==> config.mk <==
export PLATFORM = sky130hd
export DESIGN_NAME = threshold_alert_engine
export DESIGN_NICKNAME = d
export VERILOG_FILES = /design/src/tae_pkg.sv /design/src/tae_csr_regs.sv /design/src/tae_alarm_core.sv /design/src/tae_result_buffer.sv /design/src/threshold_alert_engine.sv
export SDC_FILE = /design/constraint.sdc
export NUM_CORES = 2
export LEC_CHECK = 0
export ABC_AREA = 1
export BUFFER_PORTS_ARGS = -buffer_cell sky130_fd_sc_hd__buf_2
export CELL_PAD_IN_SITES_DETAIL_PLACEMENT = 2
export CELL_PAD_IN_SITES_GLOBAL_PLACEMENT = 2
export CORE_MARGIN = 10
export CORE_UTILIZATION = 35
export CTS_CLUSTER_DIAMETER = 150
export DETAILED_ROUTE_END_ITERATION = 12
export PLACE_DENSITY_LB_ADDON = 0.1
export SETUP_SLACK_MARGIN = 0.2
export SLEW_MARGIN = 40
export SYNTH_ARGS = -nofsm -noshare
export SYNTH_HDL_FRONTEND = slang
export SYNTH_SLANG_ARGS = --single-unit
==> constraint.sdc <==
create_clock -name clock -period 13.09 [get_ports clock]
set_clock_uncertainty 0.2 [all_clocks]
set_input_delay 1.309 -clock clock [delete_from_list [all_inputs] [get_ports clock]]
set_output_delay 1.309 -clock clock [all_outputs]
set_load 0.03 [all_outputs]
==> src/tae_pkg.sv <==
// ----------------------------------------------------------------------------
// tae_pkg: shared types and constants of the threshold alert engine
// Word layouts, register indexes, input and result kinds, severity table.
// ----------------------------------------------------------------------------
package tae_pkg;

   // number of threshold rules
   localparam int RULE_COUNT = 3;
   localparam int RULE_IDX_W = $clog2(RULE_COUNT);

   // field widths
   localparam int VALUE_W   = 24;
   localparam int LEVEL_W   = 23;
   localparam int TIME_W    = 48;
   localparam int ID_W      = 32;
   localparam int DUR_W     = 16;
   localparam int TIMEOUT_W = 32;
   localparam int CMP_W     = LEVEL_W + 2;   // signed compare width

   // packed stream widths
   localparam int REQ_DATA_W = 112;
   localparam int RSP_DATA_W = 144;
   localparam int CSR_IDX_W  = 3;
   localparam int CSR_DATA_W = 32;

   // register indexes
   localparam logic [CSR_IDX_W-1:0] REG_CELL_VOLTAGE_LIMIT = 3'd0;
   localparam logic [CSR_IDX_W-1:0] REG_PACK_DELTA_LIMIT   = 3'd1;
   localparam logic [CSR_IDX_W-1:0] REG_TEMPERATURE_LIMIT  = 3'd2;
   localparam logic [CSR_IDX_W-1:0] REG_CELL_VOLTAGE_BAND  = 3'd3;
   localparam logic [CSR_IDX_W-1:0] REG_PACK_DELTA_BAND    = 3'd4;
   localparam logic [CSR_IDX_W-1:0] REG_TEMPERATURE_BAND   = 3'd5;
   localparam logic [CSR_IDX_W-1:0] REG_QUAL_TIME_MS       = 3'd6;
   localparam logic [CSR_IDX_W-1:0] REG_FRAME_TIMEOUT_MS   = 3'd7;

   // register reset values
   localparam logic [LEVEL_W-1:0]   RST_CELL_VOLTAGE_LIMIT = 23'd58400;
   localparam logic [LEVEL_W-1:0]   RST_PACK_DELTA_LIMIT   = 23'd1920;
   localparam logic [LEVEL_W-1:0]   RST_TEMPERATURE_LIMIT  = 23'd960;
   localparam logic [LEVEL_W-1:0]   RST_CELL_VOLTAGE_BAND  = 23'd800;
   localparam logic [LEVEL_W-1:0]   RST_PACK_DELTA_BAND    = 23'd320;
   localparam logic [LEVEL_W-1:0]   RST_TEMPERATURE_BAND   = 23'd80;
   localparam logic [DUR_W-1:0]     RST_QUAL_TIME_MS       = 16'd500;
   localparam logic [TIMEOUT_W-1:0] RST_FRAME_TIMEOUT_MS   = 32'd5000;

   // input kinds
   localparam logic [1:0] KIND_SAMPLE = 2'd0;
   localparam logic [1:0] KIND_FRAME  = 2'd1;
   localparam logic [1:0] KIND_ACK    = 2'd2;
   localparam logic [1:0] KIND_TICK   = 2'd3;

   // result kinds
   localparam logic [1:0] RES_COUNTERS = 2'd0;
   localparam logic [1:0] RES_RAISED   = 2'd1;
   localparam logic [1:0] RES_CLEARED  = 2'd2;

   // watchdog alarm codes
   localparam logic [1:0] SRC_WATCHDOG   = 2'd3;
   localparam logic [2:0] SEV_WDOG_RAISE = 3'd4;
   localparam logic [2:0] SEV_WDOG_CLEAR = 3'd1;

   typedef struct packed {
      logic [RULE_COUNT-1:0][LEVEL_W-1:0] limit;
      logic [RULE_COUNT-1:0][LEVEL_W-1:0] band;
      logic [DUR_W-1:0]                   qual_time_ms;
      logic [TIMEOUT_W-1:0]               frame_timeout_ms;
   } cfg_type;

   typedef struct packed {
      logic [1:0]                kind;
      logic [1:0]                rule_index;
      logic signed [VALUE_W-1:0] sample_value;
      logic [TIME_W-1:0]         time_ms;
      logic [ID_W-1:0]           ack_id;
   } req_item_type;

   typedef struct packed {
      logic [1:0]        result_kind;
      logic [ID_W-1:0]   alert_num;
      logic [2:0]        severity;
      logic [1:0]        alert_source;
      logic [TIME_W-1:0] alert_time_ms;
      logic              alert_acked;
      logic [2:0]        active_total;
      logic [1:0]        acked_total;
      logic              watchdog_active;
      logic [TIME_W-1:0] frame_time_ms;
      logic              last_of_run;
   } rsp_item_type;

   // results of one item: first word, optional second word, count
   typedef struct packed {
      logic [1:0]   count;
      rsp_item_type first;
      rsp_item_type second;
   } core_out_type;

   // severity of a rule alarm: rule 0 maps to 3, rule 1 to 2, any other rule to 4
   function automatic logic [2:0] rule_severity(input logic [RULE_IDX_W-1:0] rule);
      logic [2:0] sev;
      case (rule)
         2'd0:    sev = 3'd3;
         2'd1:    sev = 3'd2;
         default: sev = 3'd4;
      endcase
      return sev;
   endfunction

endpackage

==> src/tae_csr_regs.sv <==
// ----------------------------------------------------------------------------
// tae_csr_regs: configuration registers
// Decodes register writes and holds thresholds, bands and timing limits.
// ----------------------------------------------------------------------------
module tae_csr_regs (
   input  logic                             clock,
   input  logic                             reset,
   input  logic                             csr_valid,
   input  logic [tae_pkg::CSR_IDX_W-1:0]    csr_index,
   input  logic [tae_pkg::CSR_DATA_W-1:0]   csr_data,
   output tae_pkg::cfg_type                 cfg
);

   tae_pkg::cfg_type cfg_ff, cfg_in;

   // register write decode
   always_comb begin
      cfg_in = cfg_ff;
      if (csr_valid) begin
         unique case (csr_index)
            tae_pkg::REG_CELL_VOLTAGE_LIMIT:
               cfg_in.limit[0] = csr_data[tae_pkg::LEVEL_W-1:0];
            tae_pkg::REG_PACK_DELTA_LIMIT:
               cfg_in.limit[1] = csr_data[tae_pkg::LEVEL_W-1:0];
            tae_pkg::REG_TEMPERATURE_LIMIT:
               cfg_in.limit[2] = csr_data[tae_pkg::LEVEL_W-1:0];
            tae_pkg::REG_CELL_VOLTAGE_BAND:
               cfg_in.band[0] = csr_data[tae_pkg::LEVEL_W-1:0];
            tae_pkg::REG_PACK_DELTA_BAND:
               cfg_in.band[1] = csr_data[tae_pkg::LEVEL_W-1:0];
            tae_pkg::REG_TEMPERATURE_BAND:
               cfg_in.band[2] = csr_data[tae_pkg::LEVEL_W-1:0];
            tae_pkg::REG_QUAL_TIME_MS:
               cfg_in.qual_time_ms = csr_data[tae_pkg::DUR_W-1:0];
            tae_pkg::REG_FRAME_TIMEOUT_MS:
               cfg_in.frame_timeout_ms = csr_data[tae_pkg::TIMEOUT_W-1:0];
            default: cfg_in = cfg_ff;
         endcase
      end
   end

   always_ff @(posedge clock) begin
      if (reset) begin
         cfg_ff.limit[0]         <= tae_pkg::RST_CELL_VOLTAGE_LIMIT;
         cfg_ff.limit[1]         <= tae_pkg::RST_PACK_DELTA_LIMIT;
         cfg_ff.limit[2]         <= tae_pkg::RST_TEMPERATURE_LIMIT;
         cfg_ff.band[0]          <= tae_pkg::RST_CELL_VOLTAGE_BAND;
         cfg_ff.band[1]          <= tae_pkg::RST_PACK_DELTA_BAND;
         cfg_ff.band[2]          <= tae_pkg::RST_TEMPERATURE_BAND;
         cfg_ff.qual_time_ms     <= tae_pkg::RST_QUAL_TIME_MS;
         cfg_ff.frame_timeout_ms <= tae_pkg::RST_FRAME_TIMEOUT_MS;
      end else begin
         cfg_ff <= cfg_in;
      end
   end

   assign cfg = cfg_ff;

endmodule

==> src/tae_alarm_core.sv <==
// ----------------------------------------------------------------------------
// tae_alarm_core: alarm state and single-pass evaluation
// Holds rule, id, counter and watchdog state; builds the result words of
// the registered input word and commits the new state when it is taken.
// ----------------------------------------------------------------------------
module tae_alarm_core (
   input  logic                  clock,
   input  logic                  reset,
   input  logic                  fire,
   input  tae_pkg::req_item_type item,
   input  tae_pkg::cfg_type      cfg,
   output tae_pkg::core_out_type res
);

   localparam int RC = tae_pkg::RULE_COUNT;
   localparam int TW = tae_pkg::TIME_W;
   localparam int IW = tae_pkg::ID_W;
   localparam int CW = tae_pkg::CMP_W;

   // rule state
   logic [RC-1:0] active_ff, active_in;
   logic [RC-1:0] pending_ff, pending_in;
   logic [RC-1:0] acked_ff, acked_in;
   logic [TW-1:0] start_ff [RC];
   logic [TW-1:0] start_in [RC];
   logic [IW-1:0] id_ff [RC];
   logic [IW-1:0] id_in [RC];
   logic [TW-1:0] atime_ff [RC];
   logic [TW-1:0] atime_in [RC];

   // shared state
   logic [IW-1:0] next_id_ff, next_id_in;
   logic [2:0]    active_cnt_ff, active_cnt_in;
   logic [TW-1:0] last_frame_ff, last_frame_in;
   logic          comm_ff, comm_in;

   // rule select and compare
   logic [tae_pkg::RULE_IDX_W-1:0] rsel;
   logic                           rule_ok;
   logic signed [CW-1:0]           value_s, on_s, off_s;
   logic                           over_on, under_off;
   logic [TW-1:0]                  start_eff, elapsed, silence;
   logic                           qualified, timeout;

   assign rsel      = item.rule_index[tae_pkg::RULE_IDX_W-1:0];
   assign rule_ok   = item.rule_index < 2'(RC);
   assign value_s   = CW'($signed(item.sample_value));
   assign on_s      = $signed({2'b00, cfg.limit[rsel]});
   assign off_s     = on_s - $signed({2'b00, cfg.band[rsel]});
   assign over_on   = value_s >= on_s;
   assign under_off = value_s <= off_s;
   assign start_eff = pending_ff[rsel] ? start_ff[rsel] : item.time_ms;
   assign elapsed   = item.time_ms - start_eff;
   assign qualified = elapsed >= TW'(cfg.qual_time_ms);
   assign silence   = item.time_ms - last_frame_ff;
   assign timeout   = (last_frame_ff != '0) && (silence > TW'(cfg.frame_timeout_ms));

   // next state and result words
   always_comb begin
      logic                 found;
      logic                 has_alert;
      logic [1:0]           n_acked;
      tae_pkg::rsp_item_type alert;
      tae_pkg::rsp_item_type counters;

      active_in     = active_ff;
      pending_in    = pending_ff;
      acked_in      = acked_ff;
      start_in      = start_ff;
      id_in         = id_ff;
      atime_in      = atime_ff;
      next_id_in    = next_id_ff;
      active_cnt_in = active_cnt_ff;
      last_frame_in = last_frame_ff;
      comm_in       = comm_ff;
      found         = 1'b0;
      has_alert     = 1'b0;
      alert         = '0;
      counters      = '0;
      res.count     = 2'd0;

      unique case (item.kind)
         tae_pkg::KIND_SAMPLE: begin
            last_frame_in = item.time_ms;
            res.count     = 2'd1;
            if (rule_ok) begin
               if (over_on) begin
                  pending_in[rsel] = 1'b1;
                  if (!pending_ff[rsel])
                     start_in[rsel] = item.time_ms;
                  if (!active_ff[rsel] && qualified) begin
                     active_in[rsel] = 1'b1;
                     acked_in[rsel]  = 1'b0;
                     id_in[rsel]     = next_id_ff;
                     atime_in[rsel]  = item.time_ms;
                     next_id_in      = next_id_ff + 1'b1;
                     if (active_cnt_ff != 3'd7)
                        active_cnt_in = active_cnt_ff + 3'd1;
                     has_alert           = 1'b1;
                     alert.result_kind   = tae_pkg::RES_RAISED;
                     alert.alert_num     = next_id_ff;
                     alert.severity      = tae_pkg::rule_severity(rsel);
                     alert.alert_source  = item.rule_index;
                     alert.alert_time_ms = item.time_ms;
                  end
               end else if (under_off) begin
                  pending_in[rsel] = 1'b0;
                  if (active_ff[rsel]) begin
                     active_in[rsel] = 1'b0;
                     if (active_cnt_ff != 3'd0)
                        active_cnt_in = active_cnt_ff - 3'd1;
                     has_alert           = 1'b1;
                     alert.result_kind   = tae_pkg::RES_CLEARED;
                     alert.alert_num     = id_ff[rsel];
                     alert.severity      = tae_pkg::rule_severity(rsel);
                     alert.alert_source  = item.rule_index;
                     alert.alert_time_ms = atime_ff[rsel];
                     alert.alert_acked   = acked_ff[rsel];
                  end
               end
            end
            if (has_alert)
               res.count = 2'd2;
         end
         tae_pkg::KIND_FRAME: begin
            last_frame_in = item.time_ms;
            res.count     = 2'd1;
         end
         tae_pkg::KIND_ACK: begin
            // first active rule holding this id
            for (int i = 0; i < RC; i++) begin
               if (!found && active_ff[i] && id_ff[i] == item.ack_id) begin
                  found       = 1'b1;
                  acked_in[i] = 1'b1;
               end
            end
            res.count = found ? 2'd1 : 2'd0;
         end
         tae_pkg::KIND_TICK: begin
            if (timeout && !comm_ff) begin
               comm_in    = 1'b1;
               next_id_in = next_id_ff + 1'b1;
               if (active_cnt_ff != 3'd7)
                  active_cnt_in = active_cnt_ff + 3'd1;
               alert.result_kind   = tae_pkg::RES_RAISED;
               alert.alert_num     = next_id_ff;
               alert.severity      = tae_pkg::SEV_WDOG_RAISE;
               alert.alert_source  = tae_pkg::SRC_WATCHDOG;
               alert.alert_time_ms = item.time_ms;
               res.count           = 2'd2;
            end else if (!timeout && comm_ff) begin
               comm_in = 1'b0;
               if (active_cnt_ff != 3'd0)
                  active_cnt_in = active_cnt_ff - 3'd1;
               alert.result_kind   = tae_pkg::RES_CLEARED;
               alert.severity      = tae_pkg::SEV_WDOG_CLEAR;
               alert.alert_source  = tae_pkg::SRC_WATCHDOG;
               alert.alert_time_ms = item.time_ms;
               res.count           = 2'd2;
            end
         end
         default: res.count = 2'd0;
      endcase

      // acked rule alarms, saturating at three
      n_acked = 2'd0;
      for (int i = 0; i < RC; i++) begin
         if (active_in[i] && acked_in[i] && n_acked != 2'd3)
            n_acked = n_acked + 2'd1;
      end

      // counters word after the update
      counters.result_kind     = tae_pkg::RES_COUNTERS;
      counters.active_total    = active_cnt_in;
      counters.acked_total     = n_acked;
      counters.watchdog_active = comm_in;
      counters.frame_time_ms   = last_frame_in;
      counters.last_of_run     = 1'b1;

      if (res.count == 2'd2) begin
         res.first  = alert;
         res.second = counters;
      end else begin
         res.first  = counters;
         res.second = counters;
      end
   end

   // state commit
   always_ff @(posedge clock) begin
      if (reset) begin
         active_ff     <= '0;
         pending_ff    <= '0;
         acked_ff      <= '0;
         next_id_ff    <= IW'(1);
         active_cnt_ff <= 3'd0;
         last_frame_ff <= '0;
         comm_ff       <= 1'b0;
         for (int i = 0; i < RC; i++) begin
            start_ff[i] <= '0;
            id_ff[i]    <= '0;
            atime_ff[i] <= '0;
         end
      end else if (fire) begin
         active_ff     <= active_in;
         pending_ff    <= pending_in;
         acked_ff      <= acked_in;
         next_id_ff    <= next_id_in;
         active_cnt_ff <= active_cnt_in;
         last_frame_ff <= last_frame_in;
         comm_ff       <= comm_in;
         for (int i = 0; i < RC; i++) begin
            start_ff[i] <= start_in[i];
            id_ff[i]    <= id_in[i];
            atime_ff[i] <= atime_in[i];
         end
      end
   end

endmodule

==> src/tae_result_buffer.sv <==
// ----------------------------------------------------------------------------
// tae_result_buffer: two-word result register
// Takes up to two result words of one input word and presents them in order.
// ----------------------------------------------------------------------------
module tae_result_buffer (
   input  logic                  clock,
   input  logic                  reset,
   input  logic                  load,
   input  tae_pkg::core_out_type res,
   input  logic                  rsp_tready,
   output logic                  rsp_tvalid,
   output tae_pkg::rsp_item_type rsp_item,
   output logic                  can_load
);

   tae_pkg::rsp_item_type slot0_ff, slot1_ff;
   logic [1:0]            cnt_ff, cnt_in;
   logic                  pop;

   assign rsp_tvalid = cnt_ff != 2'd0;
   assign rsp_item   = slot0_ff;
   assign pop        = rsp_tvalid && rsp_tready;
   // empty after this cycle
   assign can_load   = (cnt_ff == 2'd0) || (cnt_ff == 2'd1 && pop);

   // occupancy
   always_comb begin
      cnt_in = cnt_ff;
      if (load)
         cnt_in = res.count;
      else if (pop)
         cnt_in = cnt_ff - 2'd1;
   end

   always_ff @(posedge clock) begin
      if (reset)
         cnt_ff <= 2'd0;
      else
         cnt_ff <= cnt_in;
   end

   // word slots
   always_ff @(posedge clock) begin
      if (load) begin
         slot0_ff <= res.first;
         slot1_ff <= res.second;
      end else if (pop) begin
         slot0_ff <= slot1_ff;
      end
   end

endmodule

==> src/threshold_alert_engine.sv <==
// ----------------------------------------------------------------------------
// threshold_alert_engine: threshold alarms with hysteresis and watchdog
// Three rule alarms with qualification time plus a frame watchdog.
// ----------------------------------------------------------------------------
// Usage:
//  req_*  input words: tuser is the kind (sample, stats frame, acknowledge,
//         watchdog tick), tdata the rule, value, time and ack id.
//  rsp_*  result words: tuser is the result kind, tlast marks the last
//         word caused by one input word (the counters word).
//  csr_*  register writes, index and data; always ready. Write only while
//         the block is idle.
//  Path: an input word is registered in the input register, evaluated in
//  one pass once the result register can take it, and its result words are
//  loaded into the result register, which shows the first of them.
//  Throughput: one input word per cycle while rsp_tready is high and it
//  causes at most one result word; one that causes an alert and a counters
//  word holds the next until the single result channel has taken both.
//  Reset: registers return to their defaults, all alarms clear, next id is
//  one and the watchdog stays off until a frame or sample; no clearing pass.
//  Stall: results wait in a two-word register; one more input word is held
//  in the input register, then req_tready drops until rsp_tready returns.
// ----------------------------------------------------------------------------
module threshold_alert_engine (
   input  logic                             clock,
   input  logic                             reset,
   // req_tuser: kind[1:0]
   // req_tdata: rule_index[1:0], sample_value[25:2], time_ms[73:26],
   //            ack_id[105:74], zero[111:106]
   input  logic                             req_tvalid,
   output logic                             req_tready,
   input  logic [tae_pkg::REQ_DATA_W-1:0]   req_tdata,
   input  logic [1:0]                       req_tuser,
   // rsp_tuser: result_kind[1:0]
   // rsp_tdata: alert_num[31:0], severity[34:32], alert_source[36:35],
   //            alert_time_ms[84:37], alert_acked[85], active_total[88:86],
   //            acked_total[90:89], watchdog_active[91], frame_time_ms[139:92],
   //            zero[143:140]
   output logic                             rsp_tvalid,
   input  logic                             rsp_tready,
   output logic [tae_pkg::RSP_DATA_W-1:0]   rsp_tdata,
   output logic [1:0]                       rsp_tuser,
   output logic                             rsp_tlast,
   // register writes
   input  logic                             csr_valid,
   output logic                             csr_ready,
   input  logic [tae_pkg::CSR_IDX_W-1:0]    csr_index,
   input  logic [tae_pkg::CSR_DATA_W-1:0]   csr_data
);

   tae_pkg::cfg_type      cfg;
   tae_pkg::req_item_type in_item_ff, in_item_in;
   tae_pkg::core_out_type core_res;
   tae_pkg::rsp_item_type rsp_item;
   logic                  in_valid_ff;
   logic                  can_load;
   logic                  fire;

   assign csr_ready = 1'b1;

   tae_csr_regs u_csr (
      .clock     (clock),
      .reset     (reset),
      .csr_valid (csr_valid),
      .csr_index (csr_index),
      .csr_data  (csr_data),
      .cfg       (cfg)
   );

   // input word unpack
   assign in_item_in.kind         = req_tuser;
   assign in_item_in.rule_index   = req_tdata[1:0];
   assign in_item_in.sample_value = $signed(req_tdata[25:2]);
   assign in_item_in.time_ms      = req_tdata[73:26];
   assign in_item_in.ack_id       = req_tdata[105:74];

   // input register
   assign fire       = in_valid_ff && can_load;
   assign req_tready = !in_valid_ff || fire;

   always_ff @(posedge clock) begin
      if (reset)
         in_valid_ff <= 1'b0;
      else if (req_tready)
         in_valid_ff <= req_tvalid;
   end

   always_ff @(posedge clock) begin
      if (req_tready && req_tvalid)
         in_item_ff <= in_item_in;
   end

   tae_alarm_core u_core (
      .clock (clock),
      .reset (reset),
      .fire  (fire),
      .item  (in_item_ff),
      .cfg   (cfg),
      .res   (core_res)
   );

   tae_result_buffer u_buf (
      .clock      (clock),
      .reset      (reset),
      .load       (fire),
      .res        (core_res),
      .rsp_tready (rsp_tready),
      .rsp_tvalid (rsp_tvalid),
      .rsp_item   (rsp_item),
      .can_load   (can_load)
   );

   // result word pack
   assign rsp_tuser = rsp_item.result_kind;
   assign rsp_tlast = rsp_item.last_of_run;
   assign rsp_tdata = {4'b0000,
                       rsp_item.frame_time_ms,
                       rsp_item.watchdog_active,
                       rsp_item.acked_total,
                       rsp_item.active_total,
                       rsp_item.alert_acked,
                       rsp_item.alert_time_ms,
                       rsp_item.alert_source,
                       rsp_item.severity,
                       rsp_item.alert_num};

endmodule

==> results_dict.tcl <==
set metrics [dict create \
    status "complete, no violations" \
    initial_core_util_pct 35.2 \
    cp_data_arrival_time_ps 10160 \
    synth-xor-area-share_pct 2.18 \
    yosys_warnings 0 \
    drv_cap 0 \
    ctsHoldBuffers 0 \
    cts_buffer_depth 3 \
    cts_tree "yes" \
    power_frac_comb_pct 31.6 \
    irDropWorstVdd_mv 0.136 \
    cp-end-kind "flop" \
    hold_viol_final 0 \
    p_int_mw 6.33 \
    dp_hpwl_mm 153 \
    switching_share_pct 38.9 \
    grt_first_pass_wirelength_mm 326 \
    port_buffers 292 \
    synth_top_area_share_pct 26.0 \
    mostFrequentLayoutCell "nand2_1" \
    cts-resized-gates 0 \
    synthSimpleGateAreaFrac_pct 18.9 \
    pwr-share-clk_pct 32.2 \
    p_per_area_mw_per_mm2 176 \
    slowest_delay_ps 690 \
    core_mm2 0.146 \
    antenna_found_initial 17 \
    syn_to_final_growth_pct 14.2 \
    worst_hold_path_type "flop to flop" \
    gr-total-overflow 0 \
    gp_congestion 0.893 \
    grt_max_degree 216 \
    cp-start-kind "flop" \
    async_reset_ff_share_pct 0 \
    drc_errors 0 \
    fin_ws_ps 3250 \
    slew_headroom_pct 40.1 \
    yosys-mux-area-fraction_pct 0 \
    cts_setup_buffers 0 \
    r2r_slack_ps 3250 \
    wl_per_cell_um 24.2 \
    post-route-util_pct 40.3 \
    groute.usage.overall_pct 25.8 \
    clock_latency_ps 780 \
    yosys.area.top_type "dfxtp_1" \
    period_share_pct 75.2 \
    dieWidth_um 403 \
    synth-compound-area-share_pct 20.1 \
    seqPwrFrac_pct 36.2 \
    setup_violations 0 \
    htreeDepth 3 \
    p_leak_nw 23.3 \
    syn-cell-area_mm2 0.0514 \
    die_area_mm2 0.162 \
    ys_ff_latch 971 \
    cts_made_buffers 115 \
    io_pins 304 \
    vias 49011 \
    final_cell_mix "nand2_1, inv_1, a21oi_1" \
    first_global_vias 51350 \
    synth_area_leaders "dfxtp_1, edfxtp_1, nand2_1, a21oi_1, o21ai_0" \
    dp_slack_ps 2940 \
    whs_ps 248 \
    fin_nets 7353 \
    drv_slew 0 \
    slowest_stage "nor2_4" \
    synth.distinct_cells 67 \
    fin_total_pwr_mw 10.3 \
    dieHeight_um 403 \
    crit_required_ps 13410 \
    rsz0062_at_grt "no" \
    tightestPinTransition_ps 891 \
    syn_avg_cell_area_um2 7.55 \
    routed_wirelength_mm 217 \
    tns_ps 0 \
    synth_cells 6803 \
    synthAdderAreaFrac_pct 5.67 \
    period_needed_ps 9840 \
    rows 140 \
    drtPass1Iterations 7 \
    fmax_ghz 0.102 \
    switchingPower_mw 4.02 \
    path_clk_slew_ps 60 \
    synth_top_family_by_area "compound AO/OA/AOI/OAI gates" \
    seq_area_frac_synth_pct 43.8 \
    crit_type "flop to flop" \
    synth_edf_count 305 \
    cts_root_buf "clkbuf_16" \
    synth_flop_cell "dfxtp_1" \
    crit_path_max_fanout 56 \
    drtIter0Drc 3227 \
    vias_per_cell 5.45 \
    clock-sinks 971 \
    antenna_left 0 \
    layout-drive-gt1-share_pct 9.52 \
]
==> stage by stage <==
stage,cell area [um^2],std cells
finish,58700,8991
global route,58700,8988
CTS,58600,8986
detailed placement,54700,8766
global placement,54600,8766
floorplan,51400,6806
==> sequential cells by signal, indices dropped and copies added (netlist names), 32 cells and up, named ones only <==
register,flops
in_item_ff,108
u_csr.cfg,186
u_buf.slot1_ff,54
u_core.atime_ff,144
u_core.next_id_ff,32
u_core.id_ff,96
u_core.start_ff,144
u_buf.rsp_item,143
u_core.last_frame_ff,48
==> path summary, 6_finish.rpt <==
| check | start | to | cells past startpoint |
|---|---|---|---|
| max | in_item_ff[104]$_DFFE_PP_ | u_buf.rsp_item[110]$_SDFFCE_PN0P_ | 32 |
| min | u_core.start_ff[102]$_SDFFE_PP0P_ | u_core.start_ff[102]$_SDFFE_PP0P_ | 2 |
| max reg2reg | in_item_ff[104]$_DFFE_PP_ | u_buf.rsp_item[110]$_SDFFCE_PN0P_ | 32 |
| min reg2reg | u_core.start_ff[102]$_SDFFE_PP0P_ | u_core.start_ff[102]$_SDFFE_PP0P_ | 2 |
==> final cells by class <==
cell class                      count  area [um^2]
Antenna cell                        3         7.51
Inverter                          876         3310
Timing Repair Buffer              388         2300
Multi-Input combinational cell   4616        24300
Fill cell                       16870        87100
Tap cell                         1917         2400
Clock inverter                     61          702
Clock buffer                      159         3210
Sequential cell                   971        22500
==> cell families after synthesis <==
| family | count (synthesis) |
|---|---|
| flops | 971 |
| simple gates | 2372 |
| other cells | 2 |
| xor+xnor | 128 |
| fa+ha+maj | 231 |
| compound gates | 1880 |
| buf+inv | 1219 |
==> power by group through the flow <==
stage	sequential (mW)	combinational (mW)	clock [mW]
finish	3.75	3.27	3.33
global route	3.78	3.59	3.52
CTS	3.75	3.27	3.40
detailed placement	3.81	3.25	0
global placement	3.79	3.15	0
floorplan	4.15	1.65	0
==> Yosys cell counts (all sizes together), types with 18 or more instances <==
master  count
a21oi     819
a22o       21
a22oi      21
a31oi      27
and2       24
buf        87
clkbuf    256
dfxtp     666
edfxtp    305
ha        228
inv       869
nand2    1292
nand3     145
nand4      62
nor2      735
nor3       49
nor4       30
o21ai     754
o21bai     18
o221ai     67
o22ai      71
xnor2      43
xor2       85
==> worst max-delay path, delay by kind of cell, from the launching register on <==
family                   cells  cell delay (ps)
AO/OA/AOI/OAI               12             2830
adder cells (fa/ha/maj)      2              650
buffers and inverters        4             1410
flip-flops                   1              590
AND/OR/NAND/NOR             14             3790
==> per-layer routing <==
metal | share of wire [%] | GRT usage, % | vias to the layer above | wire, um
met1 | 48 | 36.3 | 24834 | 103000
met4 | 2.6 | 6.60 | 0 | 5720
li1 | - | - | 22944 | -
met5 | 0 | 0 | - | 0
met3 | 4.5 | 3.26 | 258 | 9750
met2 | 45 | 41.8 | 975 | 98400
(Power assumes the default switching activity.)
